===== src/hdl/sist_pkg.sv =====
// Shared types and constants of the sorted interval set table.
package sist_pkg;

    localparam int TIME_BITS = 32;
    localparam int TOL_BITS  = 16;

    localparam logic [1:0] ST_OK     = 2'd0;
    localparam logic [1:0] ST_FULL   = 2'd1;
    localparam logic [1:0] ST_BADARG = 2'd2;

    localparam logic MODE_ADD   = 1'b0;
    localparam logic MODE_QUERY = 1'b1;

    typedef struct packed {
        logic                 mode;
        logic [TIME_BITS-1:0] start_time;
        logic [TIME_BITS-1:0] end_time;
        logic [TIME_BITS-1:0] query_time;
    } t_in_item;

    typedef struct packed {
        logic [1:0]           status;
        logic                 contained;
        logic [3:0]           containing_index;
        logic [TIME_BITS-1:0] current_end;
        logic                 has_next;
        logic [TIME_BITS-1:0] next_start;
        logic [4:0]           interval_count;
    } t_out_item;

    // Flags of the shared compare unit.
    typedef struct packed {
        logic a_lt;
        logic a_eq;
        logic a_gap_ok;
        logic b_lt;
    } t_cmp_res;

endpackage


===== src/hdl/sist_ram.sv =====
// Generic single write port RAM with registered read.
module sist_ram #(
    parameter int WIDTH = 64,
    parameter int DEPTH = 16
) (
    input  logic                     i_clk,
    input  logic                     i_we,
    input  logic [$clog2(DEPTH)-1:0] i_waddr,
    input  logic [WIDTH-1:0]         i_wdata,
    input  logic [$clog2(DEPTH)-1:0] i_raddr,
    output logic [WIDTH-1:0]         o_rdata
);

    logic [WIDTH-1:0] r_mem [DEPTH];
    logic [WIDTH-1:0] r_rdata;

    always_ff @(posedge i_clk) begin
        if (i_we) begin
            r_mem[i_waddr] <= i_wdata;
        end
        r_rdata <= r_mem[i_raddr];
    end

    assign o_rdata = r_rdata;

endmodule


===== src/hdl/sist_cmp_unit.sv =====
// Shared compare unit: one ordered compare with gap check and one less-than.
module sist_cmp_unit
    import sist_pkg::*;
(
    input  logic [TIME_BITS-1:0] i_x,
    input  logic [TIME_BITS-1:0] i_y,
    input  logic [TIME_BITS-1:0] i_u,
    input  logic [TIME_BITS-1:0] i_v,
    input  logic [TOL_BITS-1:0]  i_tol,
    output t_cmp_res             o_res
);

    logic [TIME_BITS-1:0] diff;

    // The gap flag is only meaningful when x lies above y.
    assign diff           = i_x - i_y;
    assign o_res.a_lt     = i_x < i_y;
    assign o_res.a_eq     = i_x == i_y;
    assign o_res.a_gap_ok = diff <= TIME_BITS'(i_tol);
    assign o_res.b_lt     = i_u < i_v;

endmodule


===== src/hdl/sorted_interval_set_table.sv =====
// Top level of the sorted interval set table: sequencer, table banks and result register.
//
// The block holds up to MAX_INTERVALS disjoint intervals sorted by start.
// Input items arrive on i_in_valid / o_in_stall / i_in_item and are taken
// when valid is high and stall is low. Mode add inserts [start,end] and
// merges neighbours whose gap does not exceed the merge tolerance; mode
// query looks up one time. Every item gives exactly one result item on
// o_out_valid / i_out_stall / o_out_item.
// An add walks the table through one RAM read port and one shared compare
// unit into the other bank. The next item can be taken in the cycle after
// the result is loaded. The input side stalls while an item is in work.
// A finished result sits in the output register; the next item is taken
// while it waits, and the block holds its own finished result until the
// output register frees up. The user writes the tolerance register through
// i_cfg_we / i_cfg_data only while idle; the block does not enforce this.
// Reset empties the table (the count goes to zero, no clearing pass) and
// clears the tolerance; the table memories themselves are not cleared.
module sorted_interval_set_table
    import sist_pkg::*;
#(
    parameter int MAX_INTERVALS = 16
) (
    input  logic                i_clk,
    input  logic                i_rst_n,
    input  logic                i_in_valid,
    output logic                o_in_stall,
    input  t_in_item            i_in_item,
    output logic                o_out_valid,
    input  logic                i_out_stall,
    output t_out_item           o_out_item,
    input  logic                i_cfg_we,
    input  logic [TOL_BITS-1:0] i_cfg_data
);

    localparam int IW = $clog2(MAX_INTERVALS);
    localparam int CW = $clog2(MAX_INTERVALS + 1);
    localparam int NW = $clog2(MAX_INTERVALS + 2);
    localparam int DW = 2 * TIME_BITS;

    typedef enum logic [7:0] {
        S_IDLE   = 8'b0000_0001,
        S_FETCH  = 8'b0000_0010,
        S_LOAD   = 8'b0000_0100,
        S_MERGE  = 8'b0000_1000,
        S_FLUSH  = 8'b0001_0000,
        S_QFETCH = 8'b0010_0000,
        S_QLOAD  = 8'b0100_0000,
        S_DONE   = 8'b1000_0000
    } t_state;

    t_state r_state, n_state;

    logic                 r_bank, n_bank;
    logic [CW-1:0]        r_count, n_count;
    logic [CW-1:0]        r_i, n_i;
    logic [NW-1:0]        r_n, n_n;
    logic                 r_have_last, n_have_last;
    logic                 r_placed, n_placed;
    logic [TIME_BITS-1:0] r_last_s, n_last_s;
    logic [TIME_BITS-1:0] r_last_e, n_last_e;
    logic [TIME_BITS-1:0] r_c_s, n_c_s;
    logic [TIME_BITS-1:0] r_c_e, n_c_e;
    logic [TIME_BITS-1:0] r_s, n_s;
    logic [TIME_BITS-1:0] r_e, n_e;
    logic [TIME_BITS-1:0] r_t, n_t;
    logic [TOL_BITS-1:0]  r_tol;
    logic [1:0]           r_status, n_status;
    logic                 r_contained, n_contained;
    logic [IW-1:0]        r_cidx, n_cidx;
    logic [TIME_BITS-1:0] r_cend, n_cend;
    logic                 r_has_next, n_has_next;
    logic [TIME_BITS-1:0] r_nstart, n_nstart;
    t_out_item            r_out, n_out;
    logic                 r_out_valid, n_out_valid;

    logic                 in_accept;
    logic                 out_accept;
    logic                 can_load;
    logic                 joins;
    logic                 wr_en;
    logic [NW-1:0]        wr_idx_full;
    logic [DW-1:0]        wr_data;
    logic [DW-1:0]        rd0, rd1, rd;
    logic [TIME_BITS-1:0] rd_s, rd_e;
    logic [TIME_BITS-1:0] op_x, op_y, op_u, op_v;
    t_cmp_res             cmp;

    assign in_accept   = i_in_valid && !o_in_stall;
    assign out_accept  = r_out_valid && !i_out_stall;
    assign can_load    = !r_out_valid || !i_out_stall;
    assign o_in_stall  = r_state != S_IDLE;
    assign o_out_valid = r_out_valid;
    assign o_out_item  = r_out;

    // Two banks: the walk reads the active one and builds the merged table
    // in the other, which becomes active only when the add succeeds.
    assign wr_idx_full = r_n - NW'(1);
    assign wr_data     = {r_last_s, r_last_e};
    assign rd          = r_bank ? rd1 : rd0;
    assign rd_s        = rd[DW-1:TIME_BITS];
    assign rd_e        = rd[TIME_BITS-1:0];

    sist_ram #(.WIDTH(DW), .DEPTH(MAX_INTERVALS)) u_bank0 (
        .i_clk   (i_clk),
        .i_we    (wr_en && r_bank),
        .i_waddr (wr_idx_full[IW-1:0]),
        .i_wdata (wr_data),
        .i_raddr (r_i[IW-1:0]),
        .o_rdata (rd0)
    );

    sist_ram #(.WIDTH(DW), .DEPTH(MAX_INTERVALS)) u_bank1 (
        .i_clk   (i_clk),
        .i_we    (wr_en && !r_bank),
        .i_waddr (wr_idx_full[IW-1:0]),
        .i_wdata (wr_data),
        .i_raddr (r_i[IW-1:0]),
        .o_rdata (rd1)
    );

    // Operand selection for the shared compare unit, by sequencer state.
    always_comb begin
        op_x = r_c_s;
        op_y = r_last_e;
        op_u = r_last_e;
        op_v = r_c_e;
        unique case (r_state)
            S_IDLE: begin
                op_x = i_in_item.end_time;
                op_y = i_in_item.start_time;
            end
            S_LOAD: begin
                op_x = r_s;
                op_y = rd_s;
            end
            S_QLOAD: begin
                op_x = rd_s;
                op_y = r_t;
                op_u = r_t;
                op_v = rd_e;
            end
            default: begin
            end
        endcase
    end

    sist_cmp_unit u_cmp (
        .i_x   (op_x),
        .i_y   (op_y),
        .i_u   (op_u),
        .i_v   (op_v),
        .i_tol (r_tol),
        .o_res (cmp)
    );

    // A candidate joins the last entry when it starts at or before its end,
    // or after it by no more than the tolerance.
    assign joins = cmp.a_lt || cmp.a_eq || cmp.a_gap_ok;

    always_comb begin
        n_state     = r_state;
        n_bank      = r_bank;
        n_count     = r_count;
        n_i         = r_i;
        n_n         = r_n;
        n_have_last = r_have_last;
        n_placed    = r_placed;
        n_last_s    = r_last_s;
        n_last_e    = r_last_e;
        n_c_s       = r_c_s;
        n_c_e       = r_c_e;
        n_s         = r_s;
        n_e         = r_e;
        n_t         = r_t;
        n_status    = r_status;
        n_contained = r_contained;
        n_cidx      = r_cidx;
        n_cend      = r_cend;
        n_has_next  = r_has_next;
        n_nstart    = r_nstart;
        n_out       = r_out;
        n_out_valid = r_out_valid && !out_accept;
        wr_en       = 1'b0;

        unique case (r_state)
            S_IDLE: begin
                if (in_accept) begin
                    n_s         = i_in_item.start_time;
                    n_e         = i_in_item.end_time;
                    n_t         = i_in_item.query_time;
                    n_i         = '0;
                    n_n         = '0;
                    n_have_last = 1'b0;
                    n_placed    = 1'b0;
                    n_status    = ST_OK;
                    n_contained = 1'b0;
                    n_cidx      = '0;
                    n_cend      = '0;
                    n_has_next  = 1'b0;
                    n_nstart    = '0;
                    if (i_in_item.mode == MODE_QUERY) begin
                        n_state = S_QFETCH;
                    end else if (cmp.a_lt) begin
                        n_status = ST_BADARG;
                        n_state  = S_DONE;
                    end else begin
                        n_state = S_FETCH;
                    end
                end
            end
            S_FETCH: begin
                if (r_i == r_count) begin
                    if (!r_placed) begin
                        n_c_s    = r_s;
                        n_c_e    = r_e;
                        n_placed = 1'b1;
                        n_state  = S_MERGE;
                    end else begin
                        n_state = S_FLUSH;
                    end
                end else begin
                    n_state = S_LOAD;
                end
            end
            S_LOAD: begin
                // The new interval goes in front of the first larger start;
                // that entry is then read again on the next pass.
                if (!r_placed && cmp.a_lt) begin
                    n_c_s    = r_s;
                    n_c_e    = r_e;
                    n_placed = 1'b1;
                end else begin
                    n_c_s = rd_s;
                    n_c_e = rd_e;
                    n_i   = r_i + CW'(1);
                end
                n_state = S_MERGE;
            end
            S_MERGE: begin
                if (r_have_last && joins) begin
                    if (cmp.b_lt) begin
                        n_last_e = r_c_e;
                    end
                end else begin
                    wr_en       = r_have_last && (r_n <= NW'(MAX_INTERVALS));
                    n_last_s    = r_c_s;
                    n_last_e    = r_c_e;
                    n_have_last = 1'b1;
                    if (r_n <= NW'(MAX_INTERVALS)) begin
                        n_n = r_n + NW'(1);
                    end
                end
                n_state = S_FETCH;
            end
            S_FLUSH: begin
                if (r_n > NW'(MAX_INTERVALS)) begin
                    n_status = ST_FULL;
                end else begin
                    wr_en   = 1'b1;
                    n_bank  = !r_bank;
                    n_count = CW'(r_n);
                end
                n_state = S_DONE;
            end
            S_QFETCH: begin
                if (r_i == r_count) begin
                    n_state = S_DONE;
                end else begin
                    n_state = S_QLOAD;
                end
            end
            S_QLOAD: begin
                // The last containing entry wins; the first start at or
                // after the time is the next start.
                if ((cmp.a_lt || cmp.a_eq) && cmp.b_lt) begin
                    n_contained = 1'b1;
                    n_cidx      = r_i[IW-1:0];
                    n_cend      = rd_e;
                end
                if (!r_has_next && !cmp.a_lt) begin
                    n_has_next = 1'b1;
                    n_nstart   = rd_s;
                end
                n_i     = r_i + CW'(1);
                n_state = S_QFETCH;
            end
            S_DONE: begin
                if (can_load) begin
                    n_out.status           = r_status;
                    n_out.contained        = r_contained;
                    n_out.containing_index = 4'(r_cidx);
                    n_out.current_end      = r_cend;
                    n_out.has_next         = r_has_next;
                    n_out.next_start       = r_nstart;
                    n_out.interval_count   = 5'(r_count);
                    n_out_valid            = 1'b1;
                    n_state                = S_IDLE;
                end
            end
            default: begin
                n_state = S_IDLE;
            end
        endcase
    end

    always_ff @(posedge i_clk) begin
        if (!i_rst_n) begin
            r_state     <= S_IDLE;
            r_bank      <= 1'b0;
            r_count     <= '0;
            r_i         <= '0;
            r_n         <= '0;
            r_have_last <= 1'b0;
            r_placed    <= 1'b0;
            r_tol       <= '0;
            r_out_valid <= 1'b0;
        end else begin
            r_state     <= n_state;
            r_bank      <= n_bank;
            r_count     <= n_count;
            r_i         <= n_i;
            r_n         <= n_n;
            r_have_last <= n_have_last;
            r_placed    <= n_placed;
            r_out_valid <= n_out_valid;
            if (i_cfg_we) begin
                r_tol <= i_cfg_data;
            end
        end
    end

    always_ff @(posedge i_clk) begin
        r_last_s    <= n_last_s;
        r_last_e    <= n_last_e;
        r_c_s       <= n_c_s;
        r_c_e       <= n_c_e;
        r_s         <= n_s;
        r_e         <= n_e;
        r_t         <= n_t;
        r_status    <= n_status;
        r_contained <= n_contained;
        r_cidx      <= n_cidx;
        r_cend      <= n_cend;
        r_has_next  <= n_has_next;
        r_nstart    <= n_nstart;
        r_out       <= n_out;
    end

    // The stored count never exceeds the table depth.
    a_count_bound: assert property (@(posedge i_clk) disable iff (!i_rst_n)
        r_count <= CW'(MAX_INTERVALS))
        else $error("interval count beyond table depth");

    // Every table read during a walk lies below the stored count.
    a_read_in_range: assert property (@(posedge i_clk) disable iff (!i_rst_n)
        (r_state == S_LOAD || r_state == S_QLOAD) |-> (r_i < r_count))
        else $error("table read beyond stored entries");

    // The merged table never claims more than one entry past the depth.
    a_push_bound: assert property (@(posedge i_clk) disable iff (!i_rst_n)
        r_n <= NW'(MAX_INTERVALS + 1))
        else $error("merge count overflow");

    // An accepted item always puts the sequencer to work.
    a_accept_busy: assert property (@(posedge i_clk) disable iff (!i_rst_n)
        in_accept |=> (r_state != S_IDLE))
        else $error("accepted item left the sequencer idle");

endmodule


===== config.mk =====
export PLATFORM = sky130hd
export DESIGN_NAME = sorted_interval_set_table
export DESIGN_NICKNAME = d
export VERILOG_FILES = /design/src/hdl/sist_pkg.sv /design/src/hdl/sist_ram.sv /design/src/hdl/sist_cmp_unit.sv /design/src/hdl/sorted_interval_set_table.sv
export SDC_FILE = /design/constraint.sdc
export NUM_CORES = 2
export LEC_CHECK = 0
export ABC_AREA = 0
export BUFFER_PORTS_ARGS = -buffer_cell sky130_fd_sc_hd__buf_2
export CAP_MARGIN = 15
export CORE_MARGIN = 8
export CORE_UTILIZATION = 50
export CTS_CLUSTER_DIAMETER = 60
export CTS_CLUSTER_SIZE = 10
export DETAILED_ROUTE_END_ITERATION = 16
export PLACE_DENSITY_LB_ADDON = 0.15
export REMOVE_ABC_BUFFERS = 1
export SETUP_SLACK_MARGIN = 0.1
export SYNTH_ARGS = -nofsm -noshare
export SYNTH_HDL_FRONTEND = slang
export SYNTH_SLANG_ARGS = --single-unit

===== constraint.sdc =====
create_clock -name i_clk -period 30.7 [get_ports i_clk]
set_input_delay 0 -clock i_clk [delete_from_list [all_inputs] [get_ports i_clk]]
set_output_delay 0 -clock i_clk [all_outputs]
set_load 0.03 [all_outputs]

# Yosys cells after proc, flatten, opt, wreduce, memory -nomap -nowiden
# Memories as Yosys holds them, arrays and structs flattened. A register that Yosys moved wholly into a read port is not among the register bits.
# Cells that the tools add are included.
[op_classes]
n_addsub = 4
order_cmp = 5
n_eq_ne = 23
mux = 61
bitwise_logic = 2
n_reduce_logical = 41
[op_table]
columns = ["op", "count"]
rows = [
  ["$mux 32", 13],
  ["$pmux 32 s2", 4],
  ["$pmux 32 s3", 2],
  ["$lt 32x32->1", 2],
  ["$mux 64", 1],
  ["$pmux 8 s8", 1],
  ["$mux 8", 6],
  ["$eq 32x32->1", 1],
  ["$le 32x16->1", 1],
  ["$sub 32x32->32", 1],
  ["$mux 5", 5],
  ["$ne 2x2->1 const B", 12],
  ["$reduce_and 3->1", 6],
  ["$pmux 5 s3", 1],
  ["$mux 1", 14],
  ["$reduce_and 2->1", 6],
  ["$add 5x1->5 const B", 2],
  ["$logic_and 1x1->1", 10],
  ["$pmux 5 s2", 1],
  ["$eq 8x1->1 const B", 1],
  ["$eq 8x2->1 const B", 1],
  ["$eq 8x3->1 const B", 1],
  ["$eq 8x4->1 const B", 1],
  ["$eq 8x5->1 const B", 1],
  ["other kinds (20)", 42],
]
[totals]
regBits = 416
mem_bits_rw = 2048
inputBits = 118
out_inout_bits = 79
wordCells = 167
mem_count = 2
[memory_table]
columns = ["name", "words", "word_bits", "read_ports", "rd_ports_with_merged_regs", "wr", "line_no", "rtl"]
rows = [
  ["u_bank0.r_mem", 16, 64, 1, 1, 1, "sist_ram.sv:14", "logic [WIDTH-1:0] r_mem [DEPTH];"],
  ["u_bank1.r_mem", 16, 64, 1, 1, 1, "sist_ram.sv:14", ""],
]

# Logic depth before layout (Yosys ltp)
[depth]
depth_word = 11
mapped_depth = 29
depth_no_buf = 27

# By module
# Synthesis repeated with hierarchy kept, for this count alone.
[hier_totals]
cells_unflattened = 4983
hier_area_um2 = 99096.3
[modules_own_cells]
columns = ["mod", "n_inst", "cells_each", "area_per_inst_um2", "seq_area_each_um2"]
rows = [
  ["sist_ram", 2, 1647, 39581.7, 32030.7],
  ["sorted_interval_set_table", 1, 1221, 16773.6, 12061.6],
  ["sist_cmp_unit", 1, 468, 3159.3, 0.0],
]

# Worst setup path before layout
# Ideal clock, no wire load.
[synth_path]
path_type = "flip-flop to flip-flop"
from = "register r_state[1]"
to = "memory u_bank0.r_mem[11][0], enable pin"
setup_time_ps = 667
t_arrival_ps = 12035
slack_ps = 17997
stages_incl_launch_ff = 28
n_path_buf = 2
synth_period_minus_slack_ps = 12703
cell_sequence = "dfxtp_1 nor4_1 and3_1 inv_1 nand3_1 clkbuf_1 clkbuf_1 nor2_1 a21oi_1 ha_1 inv_1 fa_1 a211oi_2 o21ai_2 nand3_1 nand2_1 a31oi_1 xnor2_1 ha_1 nand4_1 or4_1 o221a_2 nor2_1 a2111o_1 nor4_1 nand4_1 a41oi_2 nor4b_1"
[synth_via]
elab_chain_len = 11
[synth_lines]
columns = ["item", "line_no", "rtl"]
rows = [
  ["from (decl)", "sorted_interval_set_table.sv:51", "t_state r_state, n_state;"],
  ["from (signal assigned)", "sorted_interval_set_table.sv:318", "r_state <= n_state;"],
  ["$eq 8x7->1, or another cell as far along", "sorted_interval_set_table.sv:127", "unique case (r_state)"],
  ["$pmux 32 s3", "sorted_interval_set_table.sv:127", ""],
  ["$sub 32x32->32, or another cell as far along", "sist_cmp_unit.sv:16", "assign diff = i_x - i_y;"],
  ["$le 32x16->1 or $logic_or 1x1->1 (tied branches)", "sist_cmp_unit.sv:19, sorted_interval_set_table.sv:158", ""],
  ["$logic_or 1x1->1", "sorted_interval_set_table.sv:158", "assign joins = cmp.a_lt || cmp.a_eq || cmp.a_gap_ok;"],
  ["$logic_and 1x1->1", "sorted_interval_set_table.sv:240", "if (r_have_last && joins) begin"],
  ["$mux 1", "sorted_interval_set_table.sv:240", ""],
  ["$pmux 1 s2 *", "sorted_interval_set_table.sv:185", "unique case (r_state)"],
  ["$logic_and 1x1->1 *", "sorted_interval_set_table.sv:105", ".i_we (wr_en && r_bank),"],
  ["$mux 1 *", "sist_ram.sv:18", "if (i_we) begin"],
  ["$mux 1 (not written as such) *", "sist_ram.sv:19", "r_mem[i_waddr] <= i_wdata;"],
  ["to (decl)", "sist_ram.sv:14", ""],
]
# Mark *: on every way between the ends. The rest lies on a longest branch, timed or not.

# Worst setup path after layout
[layout_path]
from = "register r_state[1]"
to = "memory u_bank1.r_mem[13][58], enable pin"
[layout_via]
elab_chain_len = 11
[layout_lines]
columns = ["item", "line_no", "rtl"]
rows = [
  ["$eq 8x7->1, or another cell as far along", "sorted_interval_set_table.sv:127", ""],
  ["$pmux 32 s3", "sorted_interval_set_table.sv:127", ""],
  ["$sub 32x32->32, or another cell as far along", "sist_cmp_unit.sv:16", ""],
  ["$le 32x16->1 or $logic_or 1x1->1 (tied branches)", "sist_cmp_unit.sv:19, sorted_interval_set_table.sv:158", ""],
  ["$logic_or 1x1->1", "sorted_interval_set_table.sv:158", ""],
  ["$logic_and 1x1->1", "sorted_interval_set_table.sv:240", ""],
  ["$mux 1", "sorted_interval_set_table.sv:240", ""],
  ["$pmux 1 s2 *", "sorted_interval_set_table.sv:185", ""],
  ["$logic_and 1x1->1 *", "sorted_interval_set_table.sv:114", ".i_we (wr_en && !r_bank),"],
  ["$mux 1 *", "sist_ram.sv:18", ""],
  ["$mux 1 (not written as such) *", "sist_ram.sv:19", ""],
  ["to (decl)", "sist_ram.sv:14", ""],
]
# Marked as above.

==> summary.md <==
| Metric | Value |
|---|---|
| WL met3 | 25770 um |
| Max frequency | 105.4 MHz |
| Setup_tns | 0 ps |
| Sw Pwr | 3182 uW |
| Critical Path Start Type | register |
| Num rows | 163 |
| Vias/cell | approximately 6.3 |
| Met1 Routed Length | 113100 um |
| Cell Pwr Density | 88.02 nW/um2 |
| Layout cells sized above 1 | 24.83% |
| Clock Latency Late Sink | 950 ps |
| Most Frequent Cell on Critical Path | buf_4 |
| Chip Width | ~460 um |
| Share of flip-flops with an asynchronous set or reset | 0% |
| Largest net degree at the start of global routing | 119 |
| Setup slack, reg-to-reg | 21210 ps |
| Yosys top cell by area | edfxtp_1 |
| Max Clock Skew | around 58 ps |
| Yosys warning count | 0 |
| Period minus WS final | 9489 ps |
| RSZ-0062 raised after global routing | no |
| Routability Congestion | roughly 0.93 |
| Initial Utilization | 50.34% |
| CTS tree | built |
| Initial antenna violation count | 21 |
| Count of pins over their slew limit | 0 |
| Hpwl dp | 172900 um |
| Worst Hold End | r_status[1] |
| Mapped cell area | 99390 um2 |
| Mapped Avg Cell Area | about 21 um2 |
| Critical path depth | 27 |
| Area Overhead vs Synth | 16.94% |
| Top cells by area, synth | edfxtp_1 (73%), mux4_2 (15%), dfxtp_1 (3.4%) |
| Max VDD drop | 0.00009317 V |
| Global-route wire length before repair | 397100 um |
| Synth cell types | 82 |
| Worst min path class | in2reg |
| Input/output buffers | just under 200 |
| Total CTS buffers | 312 |
| CTS sink cnt | 2592 |
| Finished Layout Cells | 8318 |
| Cell family with most CP delay | simple AND/OR/NAND/NOR gates |
| Metal2 WL | 132700 um |
| Crit. Startpoint | r_state[1] |
| Status | finished, final reports clean |
| Combinational share of power | between 20% and 30% |
| WL per Instance | approximately 34 um |
| Gr ovfl total | 0 |
| H-tree levels | 5 |
| Antenna violation net count after detailed routing | 0 |
| CP bufs+invs | 5 |
| Worst EP required | around 31000 ps |
| Die Y-Extent | between 400 and 500 um |
| Crit-path max FO | 46 |
| DR vias | 52055 |
| Hold Vio Cnt, Final | 0 |
| Clk network pwr share | 32.2% |
| Seq pwr share | 40.8% |
| DRC Markers | 0 |
| Max-slew headroom | a little under a fifth |
| CTS Buffer Depth | 4 |
| Slowest cell on the critical path | nor4_1 |
| Sequential fraction of the synthesis area | 76.59% |
| Leak | ~0.037 uW |
| Max-cap violations | 0 |
| Top layer in use | met5 |
| Startpoint of the lowest-slack register-to-register path | r_state[1] |
| Crit Path Category | reg2reg |
| Sw Share | approximately 31% |
| Delay of the slowest cell on the worst path | 830 ps |
| Net count, final | 5641 |
| Worst Max-Slew Pin Slew | between 1000 and 1500 ps |
| GRT Util Overall | 26.39% |
| Flop and latch count out of synthesis | 2592 |
| Detailed Routing Iterations Pass 1 | 6 |
| Reg-to-Reg End | u_bank1.r_mem[13][58] |
| Die ar. | roughly 210000 um2 |
| HP Start | i_in_item[96] |
| Reg2reg path depth | 27 |
| Final setup vio count | 0 |
| Post-synth top flop | edfxtp_1 |
| Crit end category | register |
| Post-Route WL | 283700 um |
| Vias in the first global route | ~52000 |
| Placed insts | 7483 |
| Final worst setup slack | 21210 ps |
| Hold path depth | 3 |
| Root buf cell | clkbuf_16 |
| # IOs | just under 200 |
| Clock transition at path regs | 50 ps |
| Internal | 7049 uW |
| Gate Count Post-Synth | 4743 |
| Core ar. | around 200000 um2 |
| Pre-CTS setup slack | 21450 ps |
| Tcrit/Tclk final | a little under a third |
| Post-synth EDFFs | approximately 2400 |
| Data arrival time of the worst path | between 9000 and 10000 ps |
| Post-synth top area share | 73.15% |
| Iter 0 DRT Violations | 6763 |
| Post-CTS sizing | 0 |
==> synth_stat cells (all sizes together), types with 6 or more instances <==
master and count:
a31oi 8, o211ai 6, nor2 142, mux4 640
o21ai 135, xnor2 15, xor2 15, nor3 19
nor2b 28, and4 6, buf 56, inv 38
clkbuf 185, and3 9, a221oi 37, a211oi 25
ha 85, dfxtp 171, nand2b 7, o21bai 24
nand3b 8, nand2 253, a21o 24, and2 15
nand4 24, a21boi 6, nor4 38, o21a 6
mux2i 87, a21oi 119, nand3 24, edfxtp 2421
==> worst min-delay path, cell delays in order <==
cell and delay, ps:
dlygate4sd3_1 630, buf_2 190, nor3_1 90
==> power groups by stage <==
stage | sequential (uW) | combinational [uW] | clock (uW)
final | 4180 | 2760 | 3290
after global routing | 4180 | 2980 | 3480
after CTS | 4170 | 2750 | 3340
after detailed placement | 4240 | 2710 | 0
after global placement | 4250 | 2730 | 0
after floorplan | 4270 | 2310 | 0
==> repair_timing <==
action,in CTS,in global routing
setup endpoints to repair,0,0
setup buffers,0,0
endpoints found under the hold margin,179,0
hold buffers,264,0
==> through the flow <==
step / hold WS [ps] / total power, uW / cell area (um2) / util (%)
2_1_floorplan: 76.23 / 6580 / 98450 / -
6_report: 153.8 / 10230 / 116200 / 58.88
4_1_cts: 88.61 / 10270 / 115800 / 58.66
3_5_place_dp: 178.1 / 6951 / 104200 / 52.79
3_3_place_gp: 176.4 / 6971 / 104200 / 52.79
5_1_grt: 122.9 / 10640 / 116200 / 58.87
==> how the worst max path moves through the flow <==
| stage | slack (ps) | end |
|---|---|---|
| 6_report | 21210 | u_bank1.r_mem[13][58] |
| 3_3_place_gp | 21710 | u_bank1.r_mem[13][36] |
| 2_1_floorplan | 4650 | r_c_e[0] |
| 3_5_place_dp | 21450 | u_bank1.r_mem[11][49] |
| 5_1_grt | 20630 | u_bank1.r_mem[4][43] |
| 4_1_cts | 21350 | u_bank1.r_mem[13][58] |
==> cell families (layout without fill, tap and decap cells) <==
kind of cell             after synthesis  after routing  share of synthesized area [%]
buffers and inverters                280           1203                          1.089
flip-flops                          2592           2592                          76.59
XOR/XNOR                              30             30                         0.2644
other                                  0             12                              0
AND/OR/NAND/NOR                      591            591                          2.741
AO/OA/AOI/OAI                        433            433                          2.798
adder cells (fa/ha/maj)               86             86                          1.090
multiplexers                         731            731                          15.43
==> flip-flops by register name, summed over array words and instances (netlist names), 8 cells and up <==
name and count:
r_state 8, u_bank0.r_mem 1024, r_tol 16, r_nstart 32, u_bank1.o_rdata 64, o_out_item 77, r_t 32, r_last_s 32
r_s 32, u_bank1.r_mem 1024, u_bank0.o_rdata 64, r_c_s 32, r_cend 32, r_e 32, r_c_e 32, r_last_e 32
==> layout by cell type (no fill, tap or decap), types with 22 or more instances in the layout <==
cell type / n
edfxtp_1: 2421
mux4_2: 640
clkbuf_16: 319
dlygate4sd3_1: 264
nand2_1: 253
clkbuf_1: 208
buf_2: 196
dfxtp_1: 166
buf_4: 142
nor2_1: 140
o21ai_0: 130
a21oi_1: 115
mux2i_1: 87
ha_1: 85
a221oi_1: 37
inv_1: 36
nor4_2: 30
nor2b_1: 27
a211oi_1: 24
a21o_1: 24
o21bai_1: 23
nand4_1: 23
nand3_1: 22
==> layout make-up <==
type | count | area [um2]
tap | 2640 | 3303
antenna | 12 | 30.03
clock buffer | 528 | 8777
multi-input combinational | 1871 | 22520
fill | 14397 | 81190
sequential | 2592 | 76140
inverter | 39 | 151.4
timing repair buffer | 621 | 5152
clock inverter | 15 | 158.9
==> layer usage <==
layer | track usage [%] | vias up
met5 | 0 | -
met4 | 10.12 | 2
met3 | 5.346 | 530
met2 | 40.97 | 2677
met1 | 37.39 | 27738
li1 | - | 21108
Power figures use the tool's default switching activity.
